### src/rtl/core/sha_pkg.sv
// ----------------------------------------------------------------------------
// SHA-256 hasher package
// Shared types, codes, initial hash values and round constants.
// ----------------------------------------------------------------------------
package sha_pkg;

  typedef logic [31:0] word_t;
  typedef logic [7:0][31:0] vars_t;   // [0] = a ... [7] = h

  typedef enum logic [1:0] {
    FUNC_ABSORB  = 2'd0,
    FUNC_ABS_FIN = 2'd1,
    FUNC_FINISH  = 2'd2,
    FUNC_NONE    = 2'd3
  } func_t;

  typedef enum logic [2:0] {
    ST_IDLE,
    ST_PAD,
    ST_LEN,
    ST_INIT,
    ST_ROUND,
    ST_FINAL,
    ST_OUT
  } state_t;

  // where the sequencer goes once a compression is done
  typedef enum logic [1:0] {
    JOB_NONE,
    JOB_PAD,
    JOB_LEN,
    JOB_OUT
  } job_t;

  localparam logic [7:0] PAD_BYTE   = 8'h80;
  localparam int         LEN_STEP   = 8;
  localparam logic [5:0] LAST_BYTE  = 6'd63;
  localparam logic [5:0] LEN_ROOM   = 6'd56;
  localparam logic [5:0] LAST_ROUND = 6'd63;
  localparam logic [2:0] LAST_OUT   = 3'd7;

  localparam word_t H_INIT [0:7] = '{
    32'h6a09e667, 32'hbb67ae85, 32'h3c6ef372, 32'ha54ff53a,
    32'h510e527f, 32'h9b05688c, 32'h1f83d9ab, 32'h5be0cd19
  };

  localparam word_t ROUND_K [0:63] = '{
    32'h428a2f98, 32'h71374491, 32'hb5c0fbcf, 32'he9b5dba5,
    32'h3956c25b, 32'h59f111f1, 32'h923f82a4, 32'hab1c5ed5,
    32'hd807aa98, 32'h12835b01, 32'h243185be, 32'h550c7dc3,
    32'h72be5d74, 32'h80deb1fe, 32'h9bdc06a7, 32'hc19bf174,
    32'he49b69c1, 32'hefbe4786, 32'h0fc19dc6, 32'h240ca1cc,
    32'h2de92c6f, 32'h4a7484aa, 32'h5cb0a9dc, 32'h76f988da,
    32'h983e5152, 32'ha831c66d, 32'hb00327c8, 32'hbf597fc7,
    32'hc6e00bf3, 32'hd5a79147, 32'h06ca6351, 32'h14292967,
    32'h27b70a85, 32'h2e1b2138, 32'h4d2c6dfc, 32'h53380d13,
    32'h650a7354, 32'h766a0abb, 32'h81c2c92e, 32'h92722c85,
    32'ha2bfe8a1, 32'ha81a664b, 32'hc24b8b70, 32'hc76c51a3,
    32'hd192e819, 32'hd6990624, 32'hf40e3585, 32'h106aa070,
    32'h19a4c116, 32'h1e376c08, 32'h2748774c, 32'h34b0bcb5,
    32'h391c0cb3, 32'h4ed8aa4a, 32'h5b9cca4f, 32'h682e6ff3,
    32'h748f82ee, 32'h78a5636f, 32'h84c87814, 32'h8cc70208,
    32'h90befffa, 32'ha4506ceb, 32'hbef9a3f7, 32'hc67178f2
  };

  function automatic word_t rotr(word_t x, int unsigned n);
    return (x >> n) | (x << (32 - n));
  endfunction

endpackage

### src/rtl/core/sha_round.sv
// ----------------------------------------------------------------------------
// SHA-256 round unit
// One compression round plus one message schedule expansion step.
// ----------------------------------------------------------------------------
module sha_round
  import sha_pkg::*;
(
  input  vars_t v_i,
  input  word_t k_i,
  input  word_t w0_i,    // w[r]
  input  word_t w1_i,    // w[r+1]
  input  word_t w9_i,    // w[r+9]
  input  word_t w14_i,   // w[r+14]
  output vars_t v_o,
  output word_t w_new_o  // w[r+16]
);

  word_t s1, chv, t1, s0, maj, t2, sg0, sg1;

  always_comb begin
    s1  = rotr(v_i[4], 6) ^ rotr(v_i[4], 11) ^ rotr(v_i[4], 25);
    chv = (v_i[4] & v_i[5]) ^ (~v_i[4] & v_i[6]);
    t1  = v_i[7] + s1 + chv + k_i + w0_i;
    s0  = rotr(v_i[0], 2) ^ rotr(v_i[0], 13) ^ rotr(v_i[0], 22);
    maj = (v_i[0] & v_i[1]) ^ (v_i[0] & v_i[2]) ^ (v_i[1] & v_i[2]);
    t2  = s0 + maj;

    v_o[7] = v_i[6];
    v_o[6] = v_i[5];
    v_o[5] = v_i[4];
    v_o[4] = v_i[3] + t1;
    v_o[3] = v_i[2];
    v_o[2] = v_i[1];
    v_o[1] = v_i[0];
    v_o[0] = t1 + t2;

    sg0     = rotr(w1_i, 7) ^ rotr(w1_i, 18) ^ (w1_i >> 3);
    sg1     = rotr(w14_i, 17) ^ rotr(w14_i, 19) ^ (w14_i >> 10);
    w_new_o = w0_i + sg0 + w9_i + sg1;
  end

endmodule

### src/rtl/core/sha256_byte_stream_hasher_core.sv
// ----------------------------------------------------------------------------
// SHA-256 byte stream hasher
// Absorbs a message one byte per input word and emits the 256-bit digest.
// ----------------------------------------------------------------------------
// Input channel: in_tuser selects absorb, absorb-and-finish or finish only;
// in_tdata carries the message byte. func code 3 is taken and ignored.
// Every 64th byte starts a block compression on the single shared round
// unit: a load step, 64 rounds and a step that folds the result into the
// hash, during all of which in_tready is low. A finish adds a step to place
// the pad byte, a step for the length and one or two compressions (two
// when fewer than 8 bytes are left in the block after the pad byte).
// Output channel: eight digest words, most significant first, out_tuser is
// the word index and out_tlast marks the eighth. The words leave through an
// output register; a stalled receiver holds the sequencer in its output step
// and back-pressures the input. After the last word is loaded the hasher is
// back at its initial state and takes the next message.
// Reset (rst_n low, synchronous) restores the initial hash values, clears
// the block buffer, bit length and byte position; no clearing pass.
// ----------------------------------------------------------------------------
module sha256_byte_stream_hasher_core
  import sha_pkg::*;
(
  input  logic        clk,
  input  logic        rst_n,
  input  logic        in_tvalid,
  output logic        in_tready,
  input  logic [7:0]  in_tdata,   // [7:0] msg_byte
  input  logic [1:0]  in_tuser,   // [1:0] func
  output logic        out_tvalid,
  input  logic        out_tready,
  output logic [31:0] out_tdata,  // [31:0] digest_word
  output logic [2:0]  out_tuser,  // [2:0] word_index
  output logic        out_tlast   // last_word
);

  state_t state_r, state_nxt;
  job_t   job_r, job_nxt;

  word_t       hash_r [0:7];
  word_t       sched_r [0:15];
  vars_t       vars_r;
  logic [63:0] bitlen_r;
  logic [5:0]  pos_r;
  logic [5:0]  rnd_r;
  logic [2:0]  ocnt_r;

  logic        out_tvalid_r;
  word_t       out_tdata_r;
  logic [2:0]  out_tuser_r;
  logic        out_tlast_r;

  logic  in_acc, take_byte, out_load;
  func_t func;
  vars_t v_next;
  word_t w_new;

  assign func      = func_t'(in_tuser);
  assign in_acc    = in_tvalid && in_tready;
  assign take_byte = in_acc && (func == FUNC_ABSORB || func == FUNC_ABS_FIN);

  sha_round u_round (
    .v_i     (vars_r),
    .k_i     (ROUND_K[rnd_r]),
    .w0_i    (sched_r[0]),
    .w1_i    (sched_r[1]),
    .w9_i    (sched_r[9]),
    .w14_i   (sched_r[14]),
    .v_o     (v_next),
    .w_new_o (w_new)
  );

  // next state
  always_comb begin
    state_nxt = state_r;
    job_nxt   = job_r;
    case (state_r)
      ST_IDLE: begin
        if (in_acc) begin
          case (func)
            FUNC_ABSORB, FUNC_ABS_FIN: begin
              if (pos_r == LAST_BYTE) begin
                state_nxt = ST_INIT;
                job_nxt   = (func == FUNC_ABS_FIN) ? JOB_PAD : JOB_NONE;
              end else if (func == FUNC_ABS_FIN) begin
                state_nxt = ST_PAD;
              end
            end
            FUNC_FINISH: state_nxt = ST_PAD;
            default:     state_nxt = ST_IDLE;
          endcase
        end
      end
      ST_PAD: begin
        if (pos_r >= LEN_ROOM) begin
          state_nxt = ST_INIT;
          job_nxt   = JOB_LEN;
        end else begin
          state_nxt = ST_LEN;
        end
      end
      ST_LEN: begin
        state_nxt = ST_INIT;
        job_nxt   = JOB_OUT;
      end
      ST_INIT:  state_nxt = ST_ROUND;
      ST_ROUND: if (rnd_r == LAST_ROUND) state_nxt = ST_FINAL;
      ST_FINAL: begin
        case (job_r)
          JOB_PAD: state_nxt = ST_PAD;
          JOB_LEN: state_nxt = ST_LEN;
          JOB_OUT: state_nxt = ST_OUT;
          default: state_nxt = ST_IDLE;
        endcase
      end
      ST_OUT: if (out_load && ocnt_r == LAST_OUT) state_nxt = ST_IDLE;
      default: state_nxt = ST_IDLE;
    endcase
  end

  // control outputs
  always_comb begin
    in_tready = 1'b0;
    out_load  = 1'b0;
    case (state_r)
      ST_IDLE: in_tready = 1'b1;
      ST_OUT:  out_load  = !out_tvalid_r || out_tready;
      default: begin
        in_tready = 1'b0;
        out_load  = 1'b0;
      end
    endcase
  end

  always_ff @(posedge clk) begin
    if (!rst_n) begin
      state_r      <= ST_IDLE;
      job_r        <= JOB_NONE;
      bitlen_r     <= '0;
      pos_r        <= '0;
      rnd_r        <= '0;
      ocnt_r       <= '0;
      out_tvalid_r <= 1'b0;
      for (int i = 0; i < 8; i++) hash_r[i] <= H_INIT[i];
      for (int i = 0; i < 16; i++) sched_r[i] <= '0;
    end else begin
      state_r <= state_nxt;
      job_r   <= job_nxt;

      if (out_tvalid_r && out_tready && !out_load) out_tvalid_r <= 1'b0;

      case (state_r)
        ST_IDLE: begin
          if (take_byte) begin
            sched_r[pos_r[5:2]][{~pos_r[1:0], 3'b000} +: 8] <= in_tdata;
            pos_r    <= pos_r + 6'd1;
            bitlen_r <= bitlen_r + 64'(LEN_STEP);
          end
        end
        ST_PAD: begin
          sched_r[pos_r[5:2]][{~pos_r[1:0], 3'b000} +: 8] <= PAD_BYTE;
          pos_r <= pos_r + 6'd1;
        end
        ST_LEN: begin
          sched_r[14] <= bitlen_r[63:32];
          sched_r[15] <= bitlen_r[31:0];
          pos_r       <= '0;
        end
        ST_INIT: begin
          for (int i = 0; i < 8; i++) vars_r[i] <= hash_r[i];
          rnd_r <= '0;
        end
        ST_ROUND: begin
          vars_r <= v_next;
          for (int i = 0; i < 15; i++) sched_r[i] <= sched_r[i + 1];
          sched_r[15] <= w_new;
          rnd_r <= rnd_r + 6'd1;
        end
        ST_FINAL: begin
          for (int i = 0; i < 8; i++) hash_r[i] <= hash_r[i] + vars_r[i];
          for (int i = 0; i < 16; i++) sched_r[i] <= '0;
        end
        ST_OUT: begin
          if (out_load) begin
            out_tvalid_r <= 1'b1;
            out_tdata_r  <= hash_r[ocnt_r];
            out_tuser_r  <= ocnt_r;
            out_tlast_r  <= (ocnt_r == LAST_OUT);
            ocnt_r       <= ocnt_r + 3'd1;
            if (ocnt_r == LAST_OUT) begin
              // message done: back to the initial state
              for (int i = 0; i < 8; i++) hash_r[i] <= H_INIT[i];
              bitlen_r <= '0;
              pos_r    <= '0;
            end
          end
        end
        default: ;
      endcase
    end
  end

  assign out_tvalid = out_tvalid_r;
  assign out_tdata  = out_tdata_r;
  assign out_tuser  = out_tuser_r;
  assign out_tlast  = out_tlast_r;

endmodule

### config.mk
export PLATFORM = sky130hd
export DESIGN_NAME = sha256_byte_stream_hasher_core
export DESIGN_NICKNAME = d
export VERILOG_FILES = /design/src/rtl/core/sha_pkg.sv /design/src/rtl/core/sha_round.sv /design/src/rtl/core/sha256_byte_stream_hasher_core.sv
export SDC_FILE = /design/constraint.sdc
export NUM_CORES = 2
export LEC_CHECK = 0
export BUFFER_PORTS_ARGS = -buffer_cell sky130_fd_sc_hd__clkbuf_2
export CELL_PAD_IN_SITES_DETAIL_PLACEMENT = 0
export CELL_PAD_IN_SITES_GLOBAL_PLACEMENT = 1
export CORE_ASPECT_RATIO = 2
export CORE_MARGIN = 1
export CORE_UTILIZATION = 55
export DETAILED_ROUTE_END_ITERATION = 10
export GPL_ROUTABILITY_DRIVEN = 0
export HOLD_SLACK_MARGIN = 0.02
export PLACE_DENSITY = 0.87
export SETUP_SLACK_MARGIN = 0.2
export SLEW_MARGIN = 0
export SYNTH_ARGS = -nofsm -noshare
export SYNTH_HDL_FRONTEND = slang
export SYNTH_SLANG_ARGS = --single-unit
### constraint.sdc
create_clock -name clk -period 22.9 [get_ports clk]
set_input_delay 2.29 -clock clk [delete_from_list [all_inputs] [get_ports clk]]
set_output_delay 2.29 -clock clk [all_outputs]
set_load 0.005 [all_outputs]
### Yosys cells after proc, flatten, opt, wreduce, memory -nomap -nowiden

Memories as Yosys holds them, arrays and structs flattened. A register that Yosys moved wholly into a read port is not among the register bits.
Index checks and enable logic that the tools add are counted.

* register bits: 345
* latch bits: 0
* bits in writable memories: 768
* bits in read-only memories: 2048
* bits of input ports: 14
* output and inout bits: 38
* word-level logic and storage cells: 346
* memories: 3

* add/subtract/negate cells: 23
* $mul: 0
* divide/modulo/power cells: 0
* order comparisons: 2
* equal/unequal tests: 24
* shifts and indexed selects: 3
* multiplexer cells: 139
* bitwise operators: 111
* reduce and logical (&&, ||, !) cells: 24

Memories
* (name not given): depth 64, bits a word 32, read ports 1, clocked after memory_dff 0, write ports 0, line sha256_byte_stream_hasher_core.sv:63 `.k_i (ROUND_K[rnd_r]),`
* sched_r: depth 16, bits a word 32, read ports 16, clocked after memory_dff 0, write ports 16, line sha256_byte_stream_hasher_core.sv:40 `word_t sched_r [0:15];`
* hash_r: depth 8, bits a word 32, read ports 9, clocked after memory_dff 1, write ports 8, line sha256_byte_stream_hasher_core.sv:39 `word_t hash_r [0:7];`

Operators by type and width (count)
* $mux 32: 56
* $add 32x32->32: 18
* $pmux 256 s2: 1
* $xor 32x32->32: 9
* $mux 64: 3
* $and 32x32->32: 5
* $pmux 64 s2: 1
* $or 1x1->1: 82
* $add 64x4->64 const B: 1
* $mux 1: 59
* $not 32->32: 1
* $or 10x32->32: 1
* $or 13x32->32: 1
* $or 14x32->32: 1
* $or 15x32->32: 1
* $or 19x32->32: 1
* $or 21x32->32: 1
* $or 25x32->32: 1
* $or 26x32->32: 1
* $or 30x32->32: 1
* $or 7x32->32: 1
* $reduce_or 32->1: 1
* $shift 8x7->32 const A: 1
* $shiftx 8x7->32: 1
* 42 further kinds: 77

### Logic depth before layout (Yosys ltp)

* depth in word-level cells: 11
* depth in mapped cells: 35
* gate-level depth less buffers: 33

### By module

A second synthesis with hierarchy kept.

* cells, all modules: 8442
* area, all modules: 78416.5 sq um

Modules (own cells, without submodules)
* sha256_byte_stream_hasher_core: instances 1, cells an instance 6477, area each 62809.0 sq um, sequential area each 32190.9 sq um
* sha_round: instances 1, cells an instance 1965, area each 15607.5 sq um, sequential area each 0.0 sq um

### Least setup slack after synthesis

Ideal clock, no wire load.

* kind: input port to flip-flop
* start: in rst_n
* end: reg vars_r[0] in the netlist's numbering (enable)
* setup time: 0.879 ns
* arrival: 13.816 ns
* required time: 22.021 ns
* setup slack: 8.205 ns
* cell stages on the path: 5
* buffers on the path: 3
* cells stage by stage: clkbuf_1 -> clkinv_1 -> clkbuf_1 -> clkbuf_1 -> nor2_1

* cells in the longest elaborated chain, start to end: 1

Ends and longest elaborated chain
* start: declaration: line sha256_byte_stream_hasher_core.sv:24 `input logic rst_n,`
* $reduce_and 2->1 (no line)
* end signal: assignment: line sha256_byte_stream_hasher_core.sv:173 `vars_r <= v_next;`
* end: declaration: line sha256_byte_stream_hasher_core.sv:41 `vars_t vars_r;`

No other way between the ends.
A chain may end at the register's enable or synchronous reset.

### Final worst setup path

* start: reg rnd_r[1]
* end: reg vars_r[31] in the netlist's numbering (data pin)

* cells in the longest elaborated chain, start to end: 8

Ends and longest elaborated chain
* start: declaration: line sha256_byte_stream_hasher_core.sv:44 `logic [5:0] rnd_r;`
* start signal: assignment: line sha256_byte_stream_hasher_core.sv:176 `rnd_r <= rnd_r + 6'd1;`
* $not 6->7 (implied by the code): line sha256_byte_stream_hasher_core.sv:63
* $mem_v2 64x32
* $mux 32 (implied by the code) (2 in series): line sha256_byte_stream_hasher_core.sv:63
* $add 32x32->32 (2 in series): line sha_round.sv:23 `t1 = v_i[7] + s1 + chv + k_i + w0_i;`
* $add 32x32->32: line sha_round.sv:35 `v_o[0] = t1 + t2;`
* $pmux 256 s2: line sha256_byte_stream_hasher_core.sv:151 `case (state_r)`

No other way between the ends. The select of a mux whose other input is x is not followed.

==> results.toml <==
[run_status]
status = "finished, violations left"
violations = "DRC, capacitance limit, slew limit"

[clock_network]
root_buffer = "clkbuf_16"
cts_made_buffers = 105
clkTransAtPathRegs_ps = 70
cts_tree = "built"
cts_setup_buffers = 0
clk_latency_ps = 770
clockBufferDepth = 3
cts_hold_buf = 0
ctsResizeCount = 0
clock-sinks = 1142
cts.htree.levels = 3

[drt]
dr.pass1.iters = 11
postRouteAntennaNets = 0
wl_per_cell_um = 28.3
wl_um = 279000
vias = 63700
drc = 4
drt_iter0_drc = 6104
via_per_inst = 6.46

[synthesis]
syn_area_um2 = 76400
yosysMostFrequentCell = "nand2_1"
yosysSeqAreaShare_pct = 42.1
avgSynthCellArea_um2 = 9.43
yosysUniqueCellTypes = 96
syn_nets = 8719
yosys.area.top_type = "edfxtp_1"
synthCells = 8103
synth_edf_count = 932
synth_top_area_share_pct = 36.6
synthArstFlopShare_pct = 0
synthFlopType = "edfxtp_1"
yosysWarnings = 0
ys_ff_latch = 1142
synthTopCellsByArea = "edfxtp_1 37%, nand2_1 7.3%, ha_1 6.7%"
synth_common_cells = "1485 x nand2_1, 932 x edfxtp_1, 865 x o21ai_0, 490 x a21oi_1, 433 x inv_1"

[setup_path]
slowest_stage = "ha_1"
r2r_slack_ps = 13190
crit_path_max_incr_delay_ps = 640
arrival_ps = 10300
cp_common_cell = "inv_1"
worst-path-max-fanout = 24
crit_type = "flop to flop"
crit_family = "compound AO/OA/AOI/OAI gates"
cp-start-kind = "flop"
crit_path_start = "rnd_r[1]$_SDFFE_PN0N_"
cp.required_ps = 23490
cp-end-kind = "flop"
critPathBufInv = 6
timing.rr.end = "vars_r[31]$_DFFE_PP_"
crit_path_end = "vars_r[31]$_DFFE_PP_"
r2r.worst_path.cells = 33
crit_cells = 33
timing.rr.start = "rnd_r[1]$_SDFFE_PN0N_"

[timing]
tightest_slew_ps = 1530
min_period_over_period_pct = 42.4
setup_tns_ps = 0
skew_ps = 61.7
setup_viol = 0
maxSlewHeadroom_pct = -2.48
hold_viol = 0
grt_setup_unrepaired = "no"
maxSlewViolCount = 3
fmax_ghz = 0.103
timing.final.crit_period_ps = 9710

[floorplanning]
start_util_pct = 55.3
die_h_um = 529
coreArea_um2 = 138000
ioPinCount = 52
fp.dieArea_um2 = 141000
fp-row-count = 193
die_w_um = 266

[power_and_ir_drop]
power_mw = 6.87
p_per_area_nw_per_um2 = 83.8
power_leakage_nw = 31.5
max-vdd-ir-drop_v = 0.0000718

[grt]
grt_usage_pct = 39.6
overflow = 0
grt_antenna_before_repair = 7
grt_pass1_wl_um = 407000
grt_max_degree = 152
grt_pass1_vias = 63500

[final_layout]
area_delta_synth_final_pct = 7.23
drive_gt1_share_pct = 6.47
fin_cells = 9868
nets = 8536
nFillCells = 12000

[place]
dpl.hpwl_um = 206000
io_buffer_count = 51
place_inst = 9663

[min_path]
hold_class = "flop to flop"

[flow_run]
maxCapViolCount = 4
routing by layer:
metal,up-vias,routed length (um),GRT usage (%)
met5,-,87,0
met4,14,39100,44.5
met3,1330,23300,9.29
met2,3407,134000,67.0
met1,30500,82700,37.1
li1,28500,-,-
layout make-up:
type	count	area (um2)	area share (%)
multi-input cells	6080	41100	50.1
flip-flops and latches	1142	32200	39.3
clock buffers	129	2840	3.47
well taps	1852	2320	2.83
inverters	438	1650	2.01
repair buffers	153	1060	1.29
clock inverters	70	802	0.979
diodes	4	10.0	0.0122
metrics by stage:
stage                     hold WS, ps  cell area, um2  utilization (%)  setup WS (ps)
after global placement            480           78300             56.7          13590
after global routing              513           81900             59.3          12850
final                             494           82000             59.3          13190
after CTS                         492           81900             59.3          13440
after floorplan                   435           76400                -           8210
after detailed placement          481           78300             56.7          13450
layout by cell type, fill, tap and decap left out, types with 49 or more instances in the layout:
cell	instances
o21bai_1	54
a211oi_1	55
clkbuf_2	51
and3_1	52
o21a_1	54
nor2_1	405
nor3_1	102
nand2_1	1483
xnor2_1	380
xor2_1	215
nand3_1	233
o21ai_0	864
edfxtp_1	932
fa_1	195
a21o_1	188
buf_4	98
mux4_2	72
nand2b_1	49
clkbuf_16	109
a21oi_1	489
ha_1	407
dfxtp_1	203
inv_1	432
a31oi_1	70
cells by family (layout without fill, tap and decap cells):
kind of cell,after synthesis,in the layout,share of synthesized area [%]
AOI/OAI and AO/OA,2129,2129,16.9
xor gates and xnor gates,598,598,6.89
adders and majority gates,624,624,12.1
buffers and inverters,881,790,4.33
DFF,1142,1142,42.1
muxes,158,158,3.32
other,0,4,0
and+or+nand+nor,2571,2571,14.4
tightest hold or removal path, cell delays in order, from the launching register on:
cell and delay (ps):
dfxtp_1 330, nand2_1 60, a21oi_1 50
registers in the layout, summed over array words and instances (netlist names):
register / cells
job_r: 2
sched_r: 512
bitlen_r: 61
hash_r: 256
state_r: 3
ocnt_r: 3
rnd_r: 6
vars_r: 256
out_tdata: 32
out_tlast: 1
pos_r: 6
out_tvalid: 1
out_tuser: 3
worst min path at each step:
stage | from | endpoint | slack (ps) | cells after the start
CTS | job_r[1]$_SDFFE_PN0P_ | job_r[1]$_SDFFE_PN0P_ | 490 | 2
global placement | bitlen_r[58]$_SDFFE_PN0P_ | bitlen_r[58]$_SDFFE_PN0P_ | 480 | 2
floorplan | ocnt_r[2]$_SDFFE_PN0P_ | out_tuser[2]$_DFFE_PP_ | 430 | 0
global route | job_r[1]$_SDFFE_PN0P_ | job_r[1]$_SDFFE_PN0P_ | 510 | 2
detailed placement | job_r[1]$_SDFFE_PN0P_ | job_r[1]$_SDFFE_PN0P_ | 480 | 2
finish | job_r[1]$_SDFFE_PN0P_ | job_r[1]$_SDFFE_PN0P_ | 490 | 2
report_power, final:
group          total [mW]  switching (mW)  internal, mW
registers            2.47          0.0966          2.37
clock network        1.93           0.889          1.04
logic                2.47            1.50         0.968
No activity file was read; power rests on OpenSTA's default activity.
